[src/rtl/assert_macros.svh]
// Assertion helpers for the RTL.
`ifndef ASSERT_MACROS_SVH
`define ASSERT_MACROS_SVH

// Property checked at every rising clk_i edge, off while in reset.
`define GMCC_ASSERT(lbl, prop, msg) \
  lbl: assert property (@(posedge clk_i) disable iff (!rst_ni) (prop)) else $error(msg);

// Condition that must never be true at a clock edge.
`define GMCC_NEVER(lbl, expr, msg) \
  `GMCC_ASSERT(lbl, !(expr), msg)

`endif

[src/rtl/gmcc_pkg.sv]
`timescale 1ns / 1ps

package gmcc_pkg;

  localparam int unsigned MAX_ROWS = 64;
  localparam int unsigned MAX_COLS = 64;

  // Size registers and result width.
  localparam int unsigned CFG_W = 7;
  localparam int unsigned LIT_W = 7;
  localparam int unsigned LIT_MAX = (1 << LIT_W) - 1;

  // Configuration register indexes.
  localparam int unsigned REG_NUM_ROWS = 0;
  localparam int unsigned REG_NUM_COLS = 1;

  localparam int unsigned ROW_W = (MAX_ROWS > 1) ? $clog2(MAX_ROWS) : 1;
  localparam int unsigned COL_W = (MAX_COLS > 1) ? $clog2(MAX_COLS) : 1;

  // Run lengths reach the full row or column length.
  localparam int unsigned RUN_MAX = (MAX_ROWS > MAX_COLS) ? MAX_ROWS : MAX_COLS;
  localparam int unsigned RUN_W = $clog2(RUN_MAX + 1);
  localparam int unsigned SUM_W = RUN_W + 1;

  localparam int unsigned IN_TDATA_W = 8;
  localparam int unsigned OUT_TDATA_W = ((LIT_W + 7) / 8) * 8;

  // Per-cycle command broadcast to every cell of the chain.
  typedef struct packed {
    logic clear;     // start of a new grid
    logic spread;    // one relaxation step of the horizontal runs
    logic vert;      // close the row into the column state
    logic last_row;  // row being closed is the bottom row
    logic reduce;    // fold maxima toward cell 0
  } cell_ctrl_t;

  function automatic logic [CFG_W-1:0] clamp_size(input logic [CFG_W-1:0] v,
                                                  input logic [CFG_W-1:0] vmax);
    logic [CFG_W-1:0] r;
    r = v;
    if (v == '0) begin
      r = CFG_W'(1);
    end else if (v > vmax) begin
      r = vmax;
    end
    return r;
  endfunction

endpackage

[src/rtl/gmcc_cell.sv]
`timescale 1ns / 1ps

// One column of the grid: horizontal runs by neighbor relaxation,
// vertical segment tracking, and a running maximum.
module gmcc_cell import gmcc_pkg::*; (
  input  logic             clk_i,
  input  logic             rst_ni,
  input  cell_ctrl_t       ctrl_i,
  input  logic             blk_i,
  input  logic [RUN_W-1:0] left_run_i,
  input  logic [RUN_W-1:0] right_run_i,
  input  logic [LIT_W-1:0] right_best_i,
  output logic [RUN_W-1:0] left_run_o,
  output logic [RUN_W-1:0] right_run_o,
  output logic [LIT_W-1:0] best_o
);

  logic [RUN_W-1:0] lrun_q, rrun_q, up_q, hmax_q;
  logic [LIT_W-1:0] best_q;

  logic [SUM_W-1:0] hseg_wide;
  logic [RUN_W-1:0] hseg;
  logic [RUN_W-1:0] up_inc;
  logic [RUN_W-1:0] hmax_new;
  logic [RUN_W-1:0] seg_h, seg_v;
  logic [SUM_W-1:0] seg_sum;
  logic [LIT_W-1:0] cand;
  logic             cand_vld;

  always_comb begin
    hseg_wide = SUM_W'(lrun_q) + SUM_W'(rrun_q) - SUM_W'(1);
    hseg      = hseg_wide[RUN_W-1:0];
    up_inc    = up_q + RUN_W'(1);
    hmax_new  = (hseg > hmax_q) ? hseg : hmax_q;
    // blocked cell closes the segment above it; bottom row closes its own
    if (blk_i) begin
      seg_h    = hmax_q;
      seg_v    = up_q;
      cand_vld = (up_q != '0);
    end else begin
      seg_h    = hmax_new;
      seg_v    = up_inc;
      cand_vld = ctrl_i.last_row;
    end
    seg_sum = SUM_W'(seg_h) + SUM_W'(seg_v) - SUM_W'(1);
    cand    = (seg_sum > SUM_W'(LIT_MAX)) ? LIT_W'(LIT_MAX) : seg_sum[LIT_W-1:0];
  end

  always_ff @(posedge clk_i or negedge rst_ni) begin
    if (!rst_ni) begin
      lrun_q <= '0;
      rrun_q <= '0;
      up_q   <= '0;
      hmax_q <= '0;
      best_q <= '0;
    end else begin
      if (ctrl_i.clear) begin
        // runs and column state restart from zero for the new grid
        lrun_q <= '0;
        rrun_q <= '0;
        up_q   <= '0;
        hmax_q <= '0;
        best_q <= '0;
      end else begin
        if (ctrl_i.spread) begin
          lrun_q <= blk_i ? '0 : left_run_i + RUN_W'(1);
          rrun_q <= blk_i ? '0 : right_run_i + RUN_W'(1);
        end
        if (ctrl_i.vert) begin
          if (blk_i) begin
            up_q   <= '0;
            hmax_q <= '0;
          end else begin
            up_q   <= up_inc;
            hmax_q <= hmax_new;
          end
          if (cand_vld && (cand > best_q)) begin
            best_q <= cand;
          end
        end
        if (ctrl_i.reduce && (right_best_i > best_q)) begin
          best_q <= right_best_i;
        end
      end
    end
  end

  assign left_run_o  = lrun_q;
  assign right_run_o = rrun_q;
  assign best_o      = best_q;

endmodule

[config.mk]
export PLATFORM = sky130hd
export DESIGN_NAME = gmcc_cell
export DESIGN_NICKNAME = d
export VERILOG_FILES = /design/src/rtl/assert_macros.svh /design/src/rtl/gmcc_pkg.sv /design/src/rtl/gmcc_cell.sv
export SDC_FILE = /design/constraint.sdc
export NUM_CORES = 1
export LEC_CHECK = 0
export CORE_ASPECT_RATIO = 0.7
export CORE_MARGIN = 10
export CORE_UTILIZATION = 40
export DETAILED_ROUTE_END_ITERATION = 10
export DONT_BUFFER_PORTS = 1
export PLACE_DENSITY = 0.58
export SLEW_MARGIN = 20
export SYNTH_ARGS = -nofsm -noshare
export SYNTH_HDL_FRONTEND = slang
export SYNTH_SLANG_ARGS = --single-unit
[constraint.sdc]
create_clock -name clk_i -period 6.8 [get_ports clk_i]
set_input_delay 0.34 -clock clk_i [delete_from_list [all_inputs] [get_ports clk_i]]
set_output_delay 0.34 -clock clk_i [all_outputs]
set_load 0.01 [all_outputs]
Word-level counts from Yosys, hierarchy flattened
Index checks and enable logic that the tools add are counted.
{"block": "totals", "reg_bits": 35, "inputBits": 29, "wordCells": 45}
{"block": "classes", "add_sub_neg": 7, "magnitude_cmp": 4, "n_mux": 21, "n_reduce_logical": 8}
{"cell": "2-to-1 mux 7 bit", "count": 20}
{"cell": "adder 7 x 1 -> 7 bit (second input constant)", "count": 3}
{"cell": "greater-than comparator 7 bit", "count": 3}
{"cell": "adder 7 x 7 -> 8 bit", "count": 1}
{"cell": "greater-than comparator 8 x 7 -> 1 bit (second input constant)", "count": 1}
{"cell": "subtractor 8 x 1 -> 8 bit (second input constant)", "count": 1}
{"cell": "adder 7 bit", "count": 1}
{"cell": "nonzero test 7 bit", "count": 1}
{"cell": "subtractor 7 x 1 -> 7 bit (second input constant)", "count": 1}
{"cell": "nonzero test 3 bit", "count": 2}
{"cell": "nonzero test 2 bit", "count": 2}
{"cell": "logical AND 1 bit", "count": 2}
{"cell": "AND reduction 2 bit", "count": 1}
{"cell": "2-to-1 mux 1 bit", "count": 1}

Logic depth before layout (Yosys ltp)
{"block": "logic_depth", "ltp_word": 15, "mapped_depth": 33}

Least setup slack after synthesis
Ideal clock, no wire load.
{"block": "synth_path", "path_type": "reg-to-reg", "from": "register lrun_q[2], in the netlist left_run_o[2]", "to": "register best_q[3], in the netlist best_o[3]", "setup_ns": 0.121, "arrival_time_ns": 6.846, "t_required_ns": 6.679, "slack_ns": -0.167, "stages_incl_launch_ff": 32, "path_buffers": 2, "period_less_slack_ns": 6.967, "cell_sequence": "dfrtp_1 > inv_1 > ha_1 > inv_1 > ha_1 > a21o_1 > a21oi_1 > o21bai_1 > a21oi_1 > xnor2_1 > ha_1 > a21oi_1 > o21ai_0 > o21ai_0 > nand2b_1 > clkbuf_1 > mux2i_1 > ha_1 > inv_1 > ha_1 > fa_1 > a211oi_1 > or3_2 > nand3_2 > or4_4 > ha_1 > and4_1 > a21boi_0 > o311ai_1 > buf_6 > mux2_2 > a22o_1"}
{"block": "synth_via", "elab_chain_len": 13}
{"element": "start: declaration", "line": "gmcc_cell.sv:18", "source": "logic [RUN_W-1:0] lrun_q, rrun_q, up_q, hmax_q;"}
{"element": "start signal: assignment", "line": "gmcc_cell.sv:66", "source": "lrun_q <= blk_i ? '0 : left_run_i + RUN_W'(1);"}
{"element": "adder 7 bit (*)", "line": "gmcc_cell.sv:31", "source": "hseg_wide = SUM_W'(lrun_q) + SUM_W'(rrun_q) - SUM_W'(1);"}
{"element": "subtractor 7 x 1 -> 7 bit (*)", "line": "gmcc_cell.sv:31"}
{"element": "greater-than comparator 7 bit", "line": "gmcc_cell.sv:34", "source": "hmax_new = (hseg > hmax_q) ? hseg : hmax_q;"}
{"element": "2-to-1 mux 7 bit (*)", "line": "gmcc_cell.sv:34"}
{"element": "2-to-1 mux 7 bit (*)", "line": "gmcc_cell.sv:36", "source": "if (blk_i) begin"}
{"element": "adder 7 x 7 -> 8 bit (*)", "line": "gmcc_cell.sv:45", "source": "seg_sum = SUM_W'(seg_h) + SUM_W'(seg_v) - SUM_W'(1);"}
{"element": "subtractor 8 x 1 -> 8 bit (*)", "line": "gmcc_cell.sv:45"}
{"element": "greater-than comparator 8 x 7 -> 1 bit", "line": "gmcc_cell.sv:46", "source": "cand = (seg_sum > SUM_W'(LIT_MAX)) ? LIT_W'(LIT_MAX) : seg_sum[LIT_W-1:0];"}
{"element": "2-to-1 mux 7 bit (*)", "line": "gmcc_cell.sv:46"}
{"element": "greater-than comparator 7 bit or 2-to-1 mux 7 bit (tied branches)", "line": "gmcc_cell.sv:77", "source": "if (cand_vld && (cand > best_q)) begin"}
{"element": "logical AND 1 bit or 2-to-1 mux 7 bit (tied branches)", "line": "gmcc_cell.sv:77, gmcc_cell.sv:69"}
{"element": "nonzero test 3 bit (no source line) or 2-to-1 mux 7 bit (tied branches)"}
{"element": "AND reduction 2 bit (no source line) or 2-to-1 mux 7 bit (tied branches)"}
{"element": "end signal: assignment", "line": "gmcc_cell.sv:78", "source": "best_q <= cand;"}
{"element": "end signal: assignment", "line": "gmcc_cell.sv:82", "source": "best_q <= right_best_i;"}
{"element": "end: declaration", "line": "gmcc_cell.sv:19", "source": "logic [LIT_W-1:0] best_q;"}
Mark *: on every way between the ends. The rest lies on a longest branch, timed or not. The select of a mux whose other input is x is not followed.
A chain may end at the register's enable or synchronous reset.

Worst setup path after layout
{"block": "layout_path", "from": "register lrun_q[1], in the netlist left_run_o[1]", "to": "register best_q[0], in the netlist best_o[0]"}
Same word-level chain as after synthesis.

==> reports/metrics.yaml <==
timing:
  hold_viol: 0
  relSlewSlack_pct: 47.6
  worst_pin_slew_ps: 784
  finalSetupViolCount: 0
  setup_ws_ps: 325
  fmax_mhz: 154
  period_share_pct: 95.2
  setup_tns_ps: 0
  drv_slew: 0
  holdWs_ps: 135
  fin_skew_ps: 3.24
  timing.final.crit_period_ps: 6470
logic_synthesis:
  synthDistinctLibCells: 52
  synth_edf_count: 0
  syn_area_per_cell_um2: 8.33
  syn-num-nets: 487
  ys.flop_type: "dfrtp_1"
  yosys_warnings: 0
  ys_seq_elements: 35
  ys_top_cells_by_area: "dfrtp_1 (26%), ha_1 (18%), inv_1 (6.3%)"
  yosysTopAreaCell: "dfrtp_1"
  syn-cell-area_um2: 3380
  synth-async-reset-ratio_pct: 100
  synth_top_area_share_pct: 25.9
  yosysSeqAreaShare_pct: 25.9
  synthCells: 406
global_routing:
  grt_max_degree: 36
  grt_pass1_wl_mm: 14.0
  grt_pass1_vias: 2708
  grt_usage_pct: 13.4
  antenna_found_initial: 0
  grt-ovfl-total: 0
critical_path:
  startpoint_type: "flip-flop"
  path_class: "reg -> reg"
  max_stage_delay_ps: 510
  worst_ep_arrival_time_ps: 6640
  crit_slowest_cell: "or4_4"
  path_max_fanout: 5
  critPathMostFrequentCell: "inv_1"
  required_ps: 6960
  endpoint_kind: "flip-flop"
routing:
  post_drt_wl_per_cell_um: 16.6
  met3_wirelength_um: 272
  met1_length_mm: 4.52
  wl_met2_mm: 3.88
  drt-initial-drc-count: 221
  drc_errors: 0
  drt-total-wl_mm: 8.70
  antenna_left: 0
  vias: 2839
  top_layer_used: "met4"
  drtPass1Iterations: 4
  viasPerCell: 5.42
power:
  p_leak_nw: 1.84
  irDropWorstVdd_v: 0.000152
  internal-power_mw: 0.876
  switching_power_mw: 0.642
  switching_share_pct: 42.3
  p_seq_share_pct: 17.8
  p_comb_share_pct: 64.1
  p_per_area_nw_per_um2: 388
  finalPower_mw: 1.52
  clkPwrFrac_pct: 18.0
layout:
  final_cell_mix: "inv_1 (56), ha_1 (47), nor2_1 (44), dfrtp_1 (35), buf_4 (24)"
  antenna_cells: 0
  fill_cells: 763
  final_cells: 524
  drive_gt1_share_pct: 16.5
  final_core_util_pct: 48.7
  nNetsFinal: 503
  finalInstanceArea_um2: 3920
  final_common_cell: "inv_1"
  area_growth_pct: 15.8
placed_design:
  post-place-ws_ps: -134
  dp.cells: 508
  place_area_um2: 3570
  place_congestion: 0.862
  io_buffers: 0
  dpl.hpwl_mm: 6.66
clocking:
  clk-insertion-delay-late_ps: 280
  clock-root-buffer: "clkbuf_16"
  clock_sinks: 35
  clk_pin_slew_worst_paths_ps: 60
  cts_tree: "done"
  cts_buffer_depth: 2
  htree_levels: 2
  cts_inserted_buffers: 5
die:
  io_pins: 50
  start_util_pct: 42.1
  die_w_um: 130
  rows: 27
  die-area_um2: 12600
  die_y_um: 96.9
  core-area_um2: 8040
flow_run:
  drv_cap: 0
worst_hold_path:
  worst_hold_path_type: "in -> reg"
run_status:
  status: "finished, final reports clean"
==> cell usage after synthesis, types with 3 or more instances <==
| library cell | number |
|---|---|
| inv_1 | 57 |
| nand2_1 | 10 |
| nor3b_1 | 3 |
| nor2_1 | 45 |
| ha_1 | 50 |
| and3_1 | 5 |
| a2bb2oi_1 | 8 |
| a22o_1 | 6 |
| a21oi_1 | 25 |
| xor2_1 | 7 |
| mux2i_1 | 14 |
| or2_2 | 5 |
| xnor2_1 | 15 |
| nor3_1 | 8 |
| a211oi_1 | 4 |
| nand2b_1 | 6 |
| nor2b_1 | 10 |
| nand4_1 | 4 |
| nand3_1 | 20 |
| dfrtp_1 | 35 |
| o21ai_0 | 12 |
| mux2_2 | 3 |
| o211ai_1 | 5 |
| clkbuf_1 | 14 |
==> sequential cells by signal (all words and copies together) (netlist names) <==
register	count
up_q	7
best_o	7
right_run_o	7
hmax_q	7
left_run_o	7
==> final timing paths <==
check | from | to | slack, ps | cells after the start
min in group asynchronous | rst_ni | hmax_q[2] | 520 | 2
max in group asynchronous | rst_ni | hmax_q[5] | 6080 | 2
worst min-delay path | ctrl_i[4] | left_run_o[1] | 140 | 1
worst max-delay path | left_run_o[1] | best_o[0] | 330 | 31
worst max register to register | left_run_o[1] | best_o[0] | 330 | 31
worst min register to register | hmax_q[3] | hmax_q[3] | 540 | 2
==> critical path, delay by kind of cell (launching register included) <==
kind                     cells  cell delay (ps)
adder cells (fa/ha/maj)      8             2250
AND/OR/NAND/NOR             10             2030
AO/OA/AOI/OAI                6              990
buffers and inverters        5              400
flip-flops                   1              340
multiplexers                 1              240
XOR/XNOR                     1              100
==> per-layer routing <==
| layer | global-route usage [%] | vias to the layer above |
|---|---|---|
| met4 | 2.14 | 0 |
| li1 | - | 1438 |
| met5 | 0 | - |
| met3 | 2.39 | 2 |
| met2 | 19.8 | 38 |
| met1 | 19.8 | 1361 |
==> final cells by class <==
| type | count | area (um^2) | share of cell area [%] |
|---|---|---|---|
| multi-input cells | 296 | 2310 | 59.0 |
| flip-flops and latches | 35 | 876 | 22.4 |
| repair buffers | 27 | 215 | 5.50 |
| inverters | 57 | 214 | 5.46 |
| clock buffers | 6 | 139 | 3.55 |
| well taps | 101 | 126 | 3.23 |
| clock inverters | 2 | 35.0 | 0.895 |
==> cells by family after synthesis <==
logic type	synth area share [%]
flops	25.9
fa+ha+maj	19.7
xor+xnor	5.70
compound gates	15.2
buf+inv	8.66
mux	5.14
simple gates	19.7
==> power groups by stage <==
| stage | Combinational, mW | Sequential [mW] | Clock (mW) |
|---|---|---|---|
| after floorplan | 0.645 | 0.268 | 0 |
| after global placement | 0.831 | 0.275 | 0 |
| after detailed placement | 0.836 | 0.275 | 0 |
| after CTS | 0.866 | 0.272 | 0.280 |
| after global routing | 1.08 | 0.276 | 0.285 |
| final | 0.973 | 0.271 | 0.274 |
==> timing repair <==
item                                   CTS  global route
pin swaps                                0            13
hold buffers                             2             0
gates resized for setup                  5            21
buffers inserted                         0             5
endpoints found under the hold margin   35             0
setup endpoints to repair                4             7
cloned                                   0             1
No activity file was read; power rests on OpenSTA's default activity.
